===== config.mk =====
export PLATFORM = sky130hd
export DESIGN_NAME = edus_cell
export DESIGN_NICKNAME = d
export VERILOG_FILES = /design/src/hw/rtl/edus_pkg.sv /design/src/hw/rtl/edus_cell.sv
export SDC_FILE = /design/constraint.sdc
export NUM_CORES = 1
export LEC_CHECK = 0
export ABC_CLOCK_PERIOD_IN_PS = 6100
export BUFFER_PORTS_ARGS = -buffer_cell sky130_fd_sc_hd__buf_2
export CAP_MARGIN = 20
export CORE_MARGIN = 2
export CORE_UTILIZATION = 45
export DETAILED_ROUTE_END_ITERATION = 8
export GPL_ROUTABILITY_DRIVEN = 1
export PLACE_DENSITY = 0.71
export SLEW_MARGIN = 20
export SYNTH_ARGS = -nofsm -noshare
export SYNTH_HDL_FRONTEND = slang
export SYNTH_SLANG_ARGS = --single-unit
export TNS_END_PERCENT = 5

===== constraint.sdc =====
create_clock -name clk -period 6.1 [get_ports clk]
set_clock_uncertainty 0.15 [all_clocks]
set_input_delay 0.915 -clock clk [delete_from_list [all_inputs] [get_ports clk]]
set_output_delay 0.915 -clock clk [all_outputs]
set_load 0.02 [all_outputs]

===== src/hw/rtl/edus_pkg.sv =====
// shared widths, constants and wave packet types for the earliest deadline unit server
package edus_pkg;

	localparam int CNT_W     = 16;
	localparam int LIFE_W    = 16;
	localparam int TICK_W    = 32;
	localparam int EXP_W     = 33;
	localparam int TOT_W     = 32;
	localparam int DEPTH_DEF = 64;

	// pending arrival carried along the chain until a free slot takes it
	typedef struct packed {
		logic              pend;
		logic [EXP_W-1:0]  expiry;
		logic [CNT_W-1:0]  cnt;
	} edus_store_t;

	// running earliest live batch seen so far by the wave
	typedef struct packed {
		logic              found;
		logic [EXP_W-1:0]  expiry;
		logic [CNT_W-1:0]  rem;
	} edus_best_t;

endpackage


===== src/hw/rtl/edus_cell.sv =====
// one batch slot of the chain: store, purge, running minimum, serve decrement
module edus_cell #(
	parameter int DEPTH    = edus_pkg::DEPTH_DEF,
	parameter int CELL_IDX = 0,
	parameter int IW       = $clog2(DEPTH),
	parameter int CW       = $clog2(DEPTH + 1)
) (
	input  logic                          clk,
	input  logic                          arst_n,
	input  logic [edus_pkg::TICK_W-1:0]   tick,
	input  logic                          act_in,
	input  edus_pkg::edus_store_t         store_in,
	input  edus_pkg::edus_best_t          best_in,
	input  logic [IW-1:0]                 idx_in,
	input  logic [CW-1:0]                 live_in,
	output logic                          act_out,
	output edus_pkg::edus_store_t         store_out,
	output edus_pkg::edus_best_t          best_out,
	output logic [IW-1:0]                 idx_out,
	output logic [CW-1:0]                 live_out,
	input  logic                          serve_en,
	input  logic [IW-1:0]                 serve_idx
);
	import edus_pkg::*;

	logic              valid_q;
	logic [EXP_W-1:0]  exp_q;
	logic [CNT_W-1:0]  rem_q;
	logic              act_q;
	edus_store_t       store_q;
	edus_best_t        best_q;
	logic [IW-1:0]     idx_q;
	logic [CW-1:0]     live_q;

	logic              v_n;
	logic [EXP_W-1:0]  e_n;
	logic [CNT_W-1:0]  r_n;
	edus_store_t       st_n;
	edus_best_t        bst_n;
	logic [IW-1:0]     idx_n;
	logic              serve_hit;

	assign serve_hit = serve_en && (serve_idx == IW'(CELL_IDX));

	always_comb begin
		v_n   = valid_q;
		e_n   = exp_q;
		r_n   = rem_q;
		st_n  = store_in;
		bst_n = best_in;
		idx_n = idx_in;
		// first free slot takes the arrival
		if (st_n.pend && !v_n) begin
			v_n       = 1'b1;
			e_n       = st_n.expiry;
			r_n       = st_n.cnt;
			st_n.pend = 1'b0;
		end
		// expired or empty batches drop out
		if (v_n && ((e_n <= {1'b0, tick}) || (r_n == '0))) begin
			v_n = 1'b0;
		end
		// strict less keeps the lower slot on equal expiry
		if (v_n && (!bst_n.found || (e_n < bst_n.expiry))) begin
			bst_n.found  = 1'b1;
			bst_n.expiry = e_n;
			bst_n.rem    = r_n;
			idx_n        = IW'(CELL_IDX);
		end
	end

	always_ff @(posedge clk or negedge arst_n) begin
		if (!arst_n) begin
			valid_q <= 1'b0;
			act_q   <= 1'b0;
		end else begin
			act_q <= act_in;
			if (act_in) begin
				valid_q <= v_n;
			end else if (serve_hit && (rem_q == CNT_W'(1))) begin
				valid_q <= 1'b0;
			end
		end
	end

	always_ff @(posedge clk) begin
		if (act_in) begin
			exp_q   <= e_n;
			rem_q   <= r_n;
			store_q <= st_n;
			best_q  <= bst_n;
			idx_q   <= idx_n;
			live_q  <= live_in + CW'(v_n);
		end else if (serve_hit) begin
			rem_q <= rem_q - CNT_W'(1);
		end
	end

	assign act_out   = act_q;
	assign store_out = store_q;
	assign best_out  = best_q;
	assign idx_out   = idx_q;
	assign live_out  = live_q;

endmodule


==> results of run 1 <==
==> sequential cells by signal, summed over array words and instances (netlist names) <==
name       cells
idx_out        6
best_out      50
act_out        1
live_out       7
rem_q         16
store_out     50
valid_q        1
exp_q         33
==> how the worst min path moves through the flow <==
stage / start / endpoint / slack [ns]
detailed placement: exp_q[8] / exp_q[8] / 0.45
global route: arst_n / act_out / 0.10
floorplan: rem_q[10] / rem_q[10] / 0.40
global placement: rem_q[10] / rem_q[10] / 0.44
finish: arst_n / act_out / 0.12
CTS: arst_n / act_out / 0.10
==> layer usage <==
metal	wire, µm	track usage	share of wire	vias to the layer above
met4	335	0.0707	0.015	2
li1	-	-	-	3202
met1	9230	0.272	0.42	3043
met5	13	0	0.00059	-
met2	10700	0.355	0.49	293
met3	1790	0.0546	0.081	27
==> power by group through the flow <==
stage	logic (W)	clock network (W)	registers, W
global route	0.00127	0.00118	0.00153
floorplan	0.000713	0	0.00166
CTS	0.00117	0.00114	0.00151
global placement	0.00113	0	0.00153
detailed placement	0.00116	0	0.00153
finish	0.00115	0.00112	0.00151
==> logic make-up after synthesis <==
kind of cell             after synthesis  synth area share
AND/OR/NAND/NOR                      254             0.130
flip-flops                           164             0.562
AO/OA/AOI/OAI                         97            0.0722
buffers and inverters                 96            0.0523
adder cells (fa/ha/maj)               68            0.0973
multiplexers                          49            0.0815
XOR/XNOR                               5           0.00501
==> critical path: stages <==
cell,delay (ns)
buf_2,0.12
nor2b_4,0.51
buf_4,0.33
nand2_1,0.08
nand2_1,0.13
ha_1,0.28
a21oi_1,0.14
o21ai_0,0.11
a221oi_1,0.34
o211ai_1,0.17
o41ai_1,0.43
and2_4,0.55
buf_12,0.30
mux2_2,0.36
==> cell type report <==
| cell class | instances | area [µm²] | area share |
|---|---|---|---|
| diodes | 2 | 5.00 | 0.000458 |
| flip-flops and latches | 164 | 4910 | 0.450 |
| clock buffers | 22 | 444 | 0.0407 |
| well taps | 260 | 325 | 0.0298 |
| repair buffers | 274 | 1410 | 0.129 |
| multi-input cells | 473 | 3390 | 0.310 |
| clock inverters | 10 | 160 | 0.0147 |
| inverters | 74 | 278 | 0.0254 |
==> synth_stat cells, types with 9 or more instances <==
cell type / count / area share
edfxtp_1: 162 / 0.56
a21oi_1: 24 / 0.014
inv_1: 73 / 0.031
o21ai_0: 30 / 0.017
nand2_1: 162 / 0.070
nor2b_1: 9 / 0.0064
nand3_1: 12 / 0.0069
nand4_1: 14 / 0.010
mux2_4: 43 / 0.074
nor3_1: 12 / 0.0069
nor2_1: 19 / 0.0082
ha_1: 68 / 0.097
clkbuf_1: 13 / 0.0056
==> metrics by stage <==
stage / total power (W) / std cells / hold WS (ns)
5_1_grt: 0.00398 / 1278 / 0.102
3_5_place_dp: 0.00269 / 1245 / 0.445
6_report: 0.00379 / 1279 / 0.116
4_1_cts: 0.00382 / 1277 / 0.104
2_1_floorplan: 0.00238 / 733 / 0.404
3_3_place_gp: 0.00267 / 1245 / 0.435
==> metrics.md, run 1 <==
| Metric | Value |
|---|---|
| Status | `completed` |
| Setup ws final | `1.30 ns` |
| Cell row count | `50` |
| Fillers | `1,625` |
| Combinational Power Share | `0.304` |
| Avg Cell Area, Syn | `11.9 µm²` |
| Slew margin rel. | `0.406` |
| Min Tclk post-route | `a little under 5 ns` |
| Vias in the first global route | `roughly 6,400` |
| # DRC | `0` |
| Reg2reg start | `valid_q` |
| Avg WL per Cell | `17.3 µm` |
| Mapped Cells | `733` |
| Area Growth Syn to Fin | `24.8%` |
| Global-route wire length before repair | `around 34,000 µm` |
| GRT overflow | `0` |
| Unique masters post-synth | `56` |
| Syn nets | `between 900 and 1,000` |
| Detailed Place HPWL | `16,300 µm` |
| Place WS | `0.891 ns` |
| Sw Pwr | `between 0.001 and 0.0015 W` |
| Core Footprint | `18,900 µm²` |
| RSZ-0062 raised after global routing | `false` |
| Post-cts sizing count | `0` |
| Post-DP Area | `about 10,000 µm²` |
| # setup viols final | `0` |
| IO Count | `roughly 270` |
| CP Capture Type | `flop` |
| Number of flops mapped to enable cells by yosys | `around 160` |
| Critical path required time | `6.12 ns` |
| Min-Delay Path Class | `input port to asynchronous set/reset pin` |
| Root buffer cell | `clkbuf_16` |
| Setup CP Type | `input port to flop` |
| CTS tree | `yes` |
| Clock Latency Late Sink | `around 0.43 ns` |
| Final period util | `0.788` |
| Clock power share | `0.297` |
| Crit path from | `store_in[49]` |
| Maximum root-to-sink buffer count | `2` |
| Final Cell Area | `~11,000 µm²` |
| Max_cap viols | `0` |
| Worst-case vdd ir drop | `0.201 mV` |
| Die width | `143 µm` |
| Int Pwr | `between 0.002 and 0.003 W` |
| Dominant synthesized flop cell | `edfxtp_1` |
| Switching share of total power | `0.307` |
| Max Slew Vio Count | `0` |
| Pin slew with the least headroom to its limit | `0.892 ns` |
| Commonest cells after routing, fill and taps aside | `buf_2 (267), nand2_1 (162), edfxtp_1 (162), inv_1 (73), ha_1 (68)` |
| Warnings, synthesis | `0` |
| Most common cell after layout, fill and taps aside | `buf_2` |
| Worst setup path end | `best_out[3]` |
| Power per cell area | `347 nW/µm²` |
| Initial antenna violation count | `3` |
| Largest net degree at the start of global routing | `101` |
| Reg2Reg Setup Slack | `1.48 ns` |
| Die area | `20,600 µm²` |
| H-tree levels | `4` |
| Pre-antenna DRT Iters | `6` |
| Crit Path Max Fanout | `32` |
| Final wirelength | `22,100 µm` |
| Layout cells sized above 1 | `0.353` |
| Overall Global Routing Usage | `0.213` |
| Worst Reg2Reg Path Length in Cells | `13` |
| Final setup TNS | `0 ns` |
| Post-CTS Hold Fix Bufs | `0` |
| Iteration-0 DRC Markers | `approximately 400` |
| Synth Register Bits | `164` |
| Via density | `approximately 5` |
| Post-route ant nets | `0` |
| Sequential-to-total area share from yosys stat | `0.562` |
| Clock-pin slew on the worst setup and hold paths | `0.06 ns` |
| CTS Buf Count | `17` |
| Crit path launch type | `input port` |
| Starting Density | `0.463` |
| Mapped cell area | `8750 µm²` |
| DIE HEIGHT | `143 µm` |
| IO Port Bufs | `268` |
| Final Hold Fails | `0` |
| Seq pwr share | `0.399` |
| # clock sinks | `164` |
| Ys async rst share | `0.0122` |
| Post-layout util | `0.578` |
| Placer Congestion | `just under 0.9` |
| Number of setup buffers added after CTS | `0` |
| WP data arrival | `between 4 and 5 ns` |
| Reg2reg end | `best_out[3]` |
| Routed vias | `6,567` |
| Fin nets | `1,227` |
| Leak | `5.06 nW` |
| FMAX | `208 MHz` |
(Power assumes the default switching activity.)
==> run 2, diff against run 1 <==
ABC_CLOCK_PERIOD_IN_PS = 3860   (was 6100)
PLACE_DENSITY = 0.74   (was 0.71)
clock period = 3.86 ns   (was 6.1 ns; I/O delays follow)
==> run 2 against run 1 <==
Hold slack improved by 0.073 ns. Utilization increased by 3.3 points. Total power increased by 68%. Cell count increased by 4.5%. First-iteration DRC count increased by 12%. Global-route usage increased by 1.5 points. Die area unchanged. Clock power increased by 65%. Combinational power increased by 86%. Flip-flop and latch count unchanged. Register-to-register slack got worse by 1.4 ns. Cell area increased by 5.8%. Critical path type is now flop to flop. Highest routed layer is now met4.
==> metrics.md, run 2 (same netlist as run 1, synthesis figures left out) <==
| Metric | Value |
|---|---|
| Status | `completed` |
| Setup ws final | `0.111 ns` |
| CTS Buf Count | `17` |
| Max Slew Vio Count | `0` |
| Hold Path Stages | `1` |
| Routed vias | `6,863` |
| Placer Congestion | `0.865` |
| Min Tclk post-route | `3.75 ns` |
| Largest net degree at the start of global routing | `111` |
| Cell row count | `50` |
| RSZ-0062 raised after global routing | `true` |
| Core Footprint | `18,900 µm²` |
| Area Growth Syn to Fin | `32.0%` |
| Setup CP Type | `flop to flop` |
| Detailed Place HPWL | `17,900 µm` |
| Final period util | `0.971` |
| Iteration-0 DRC Markers | `444` |
| Die width | `143 µm` |
| Final Hold Fails | `0` |
| Slew margin rel. | `0.496` |
| Place WS | `-0.255 ns` |
| FMAX | `267 MHz` |
| Crit Path Max Fanout | `18` |
| Die area | `around 20,000 µm²` |
| Worst Reg2Reg Path Length in Cells | `13` |
| Initial antenna violation count | `3` |
| Post-route ant nets | `0` |
| DIE HEIGHT | `143 µm` |
| # DRC | `0` |
| Min-Delay Path Class | `input port to flop` |
| WP data arrival | `3.78 ns` |
| Pin slew with the least headroom to its limit | `0.753 ns` |
| GRT overflow | `0` |
| Reg2Reg Setup Slack | `0.11 ns` |
| Max_cap viols | `0` |
| CTS tree | `yes` |
| Final setup TNS | `0 ns` |
| Clock-pin slew on the worst setup and hold paths | `around 0.070 ns` |
| Leak | `5.38 nW` |
| Overall Global Routing Usage | `0.228` |
| Starting Density | `0.463` |
| Critical path required time | `3.89 ns` |
| Fin nets | `around 1,300` |
| Maximum root-to-sink buffer count | `2` |
| Via density | `between 5 and 6` |
| # setup viols final | `0` |
| Layout cells sized above 1 | `0.405` |
| CP Capture Type | `flop` |
| Global-route wire length before repair | `35,600 µm` |
| # clock sinks | `164` |
| Clock Latency Late Sink | `about 0.44 ns` |
| Worst-case vdd ir drop | `roughly 0.37 mV` |
| Vias in the first global route | `between 6,000 and 7,000` |
| Final wirelength | `23,800 µm` |
| IO Count | `269` |
| Final hold slack | `roughly 0.19 ns` |
| Avg WL per Cell | `17.8 µm` |
| Post-layout util | `0.611` |
| Crit path launch type | `flop` |
| Most common cell after layout, fill and taps aside | `buf_2` |
| Commonest cells after routing, fill and taps aside | `buf_2 (267), edfxtp_1 (162), nand2_1 (153), inv_1 (73), ha_1 (63)` |
| H-tree levels | `4` |
| Power per cell area | `about 550 nW/µm²` |
| IO Port Bufs | `268` |
| Pre-antenna DRT Iters | `5` |
| Root buffer cell | `clkbuf_16` |
-- run 2: cell count changes in the layout (fill, tap and decap cells not counted), sizes merged --
cell         before  now
clkbuf           22   18
buf             274  326
dlygate4sd3       0    1
clkinvlp          1    0
diode             2    5
inv              73   79
-- run 2: timing repair --
item                                    CTS  global route
setup buffers                             0             1
hold buffers                              1             0
resized for setup                         0             6
endpoints found under the setup margin    0            58
endpoints found under the hold margin     2             0
-- run 2: stage by stage --
stage | cells | instance area [µm²] | total power (W)
finish | 1336 | 11500 | 0.00638
global route | 1333 | 11500 | 0.00669
CTS | 1329 | 11500 | 0.00638
detailed placement | 1296 | 10800 | 0.00452
global placement | 1296 | 10800 | 0.00445
floorplan | 733 | 8870 | 0.00380
-- run 2: worst max-delay path: stages, from the launching register on --
cell and delay [ns]:
dfrtp_1 0.42, nand2b_4 0.18, buf_12 0.16, nand2_1 0.08
nand2_2 0.07, ha_1 0.30, nand4_1 0.13, or4_4 0.57
or4bb_1 0.52, o211ai_2 0.10, a21oi_2 0.06, and2_4 0.23
buf_4 0.20, mux2_4 0.31
-- run 2: final timing paths --
check                                   from             to
worst max-delay path                 valid_q   best_out[13]
worst min-delay path            store_in[26]  store_out[26]
worst max register to register       valid_q   best_out[13]
worst min register to register     rem_q[10]      rem_q[10]
max in group asynchronous             arst_n        valid_q
min in group asynchronous             arst_n        act_out
-- run 2: power by group --
part | leakage [nW] | switching [W] | internal (W)
registers | 1.62 | 0.0000870 | 0.00230
clock network | 0.314 | 0.000753 | 0.00110
logic | 3.44 | 0.00115 | 0.000988
total | 5.38 | 0.00199 | 0.00439
-- run 2: final cells by class --
class / instances / area, µm²
multi-input cells: 473 / 3500
inverters: 74 / 278
diodes: 5 / 12.5
clock inverters: 15 / 216
repair buffers: 328 / 1880
fillers: 1579 / 7340
clock buffers: 17 / 425
flip-flops and latches: 164 / 4910
well taps: 260 / 325
-- run 2: metal layers --
| metal | track usage | share of wire | vias up |
|---|---|---|---|
| met3 | 0.0497 | 0.070 | 32 |
| met5 | 0 | 0 | - |
| met1 | 0.276 | 0.40 | 3217 |
| met2 | 0.405 | 0.51 | 294 |
| met4 | 0.0753 | 0.019 | 0 |
| li1 | - | - | 3320 |
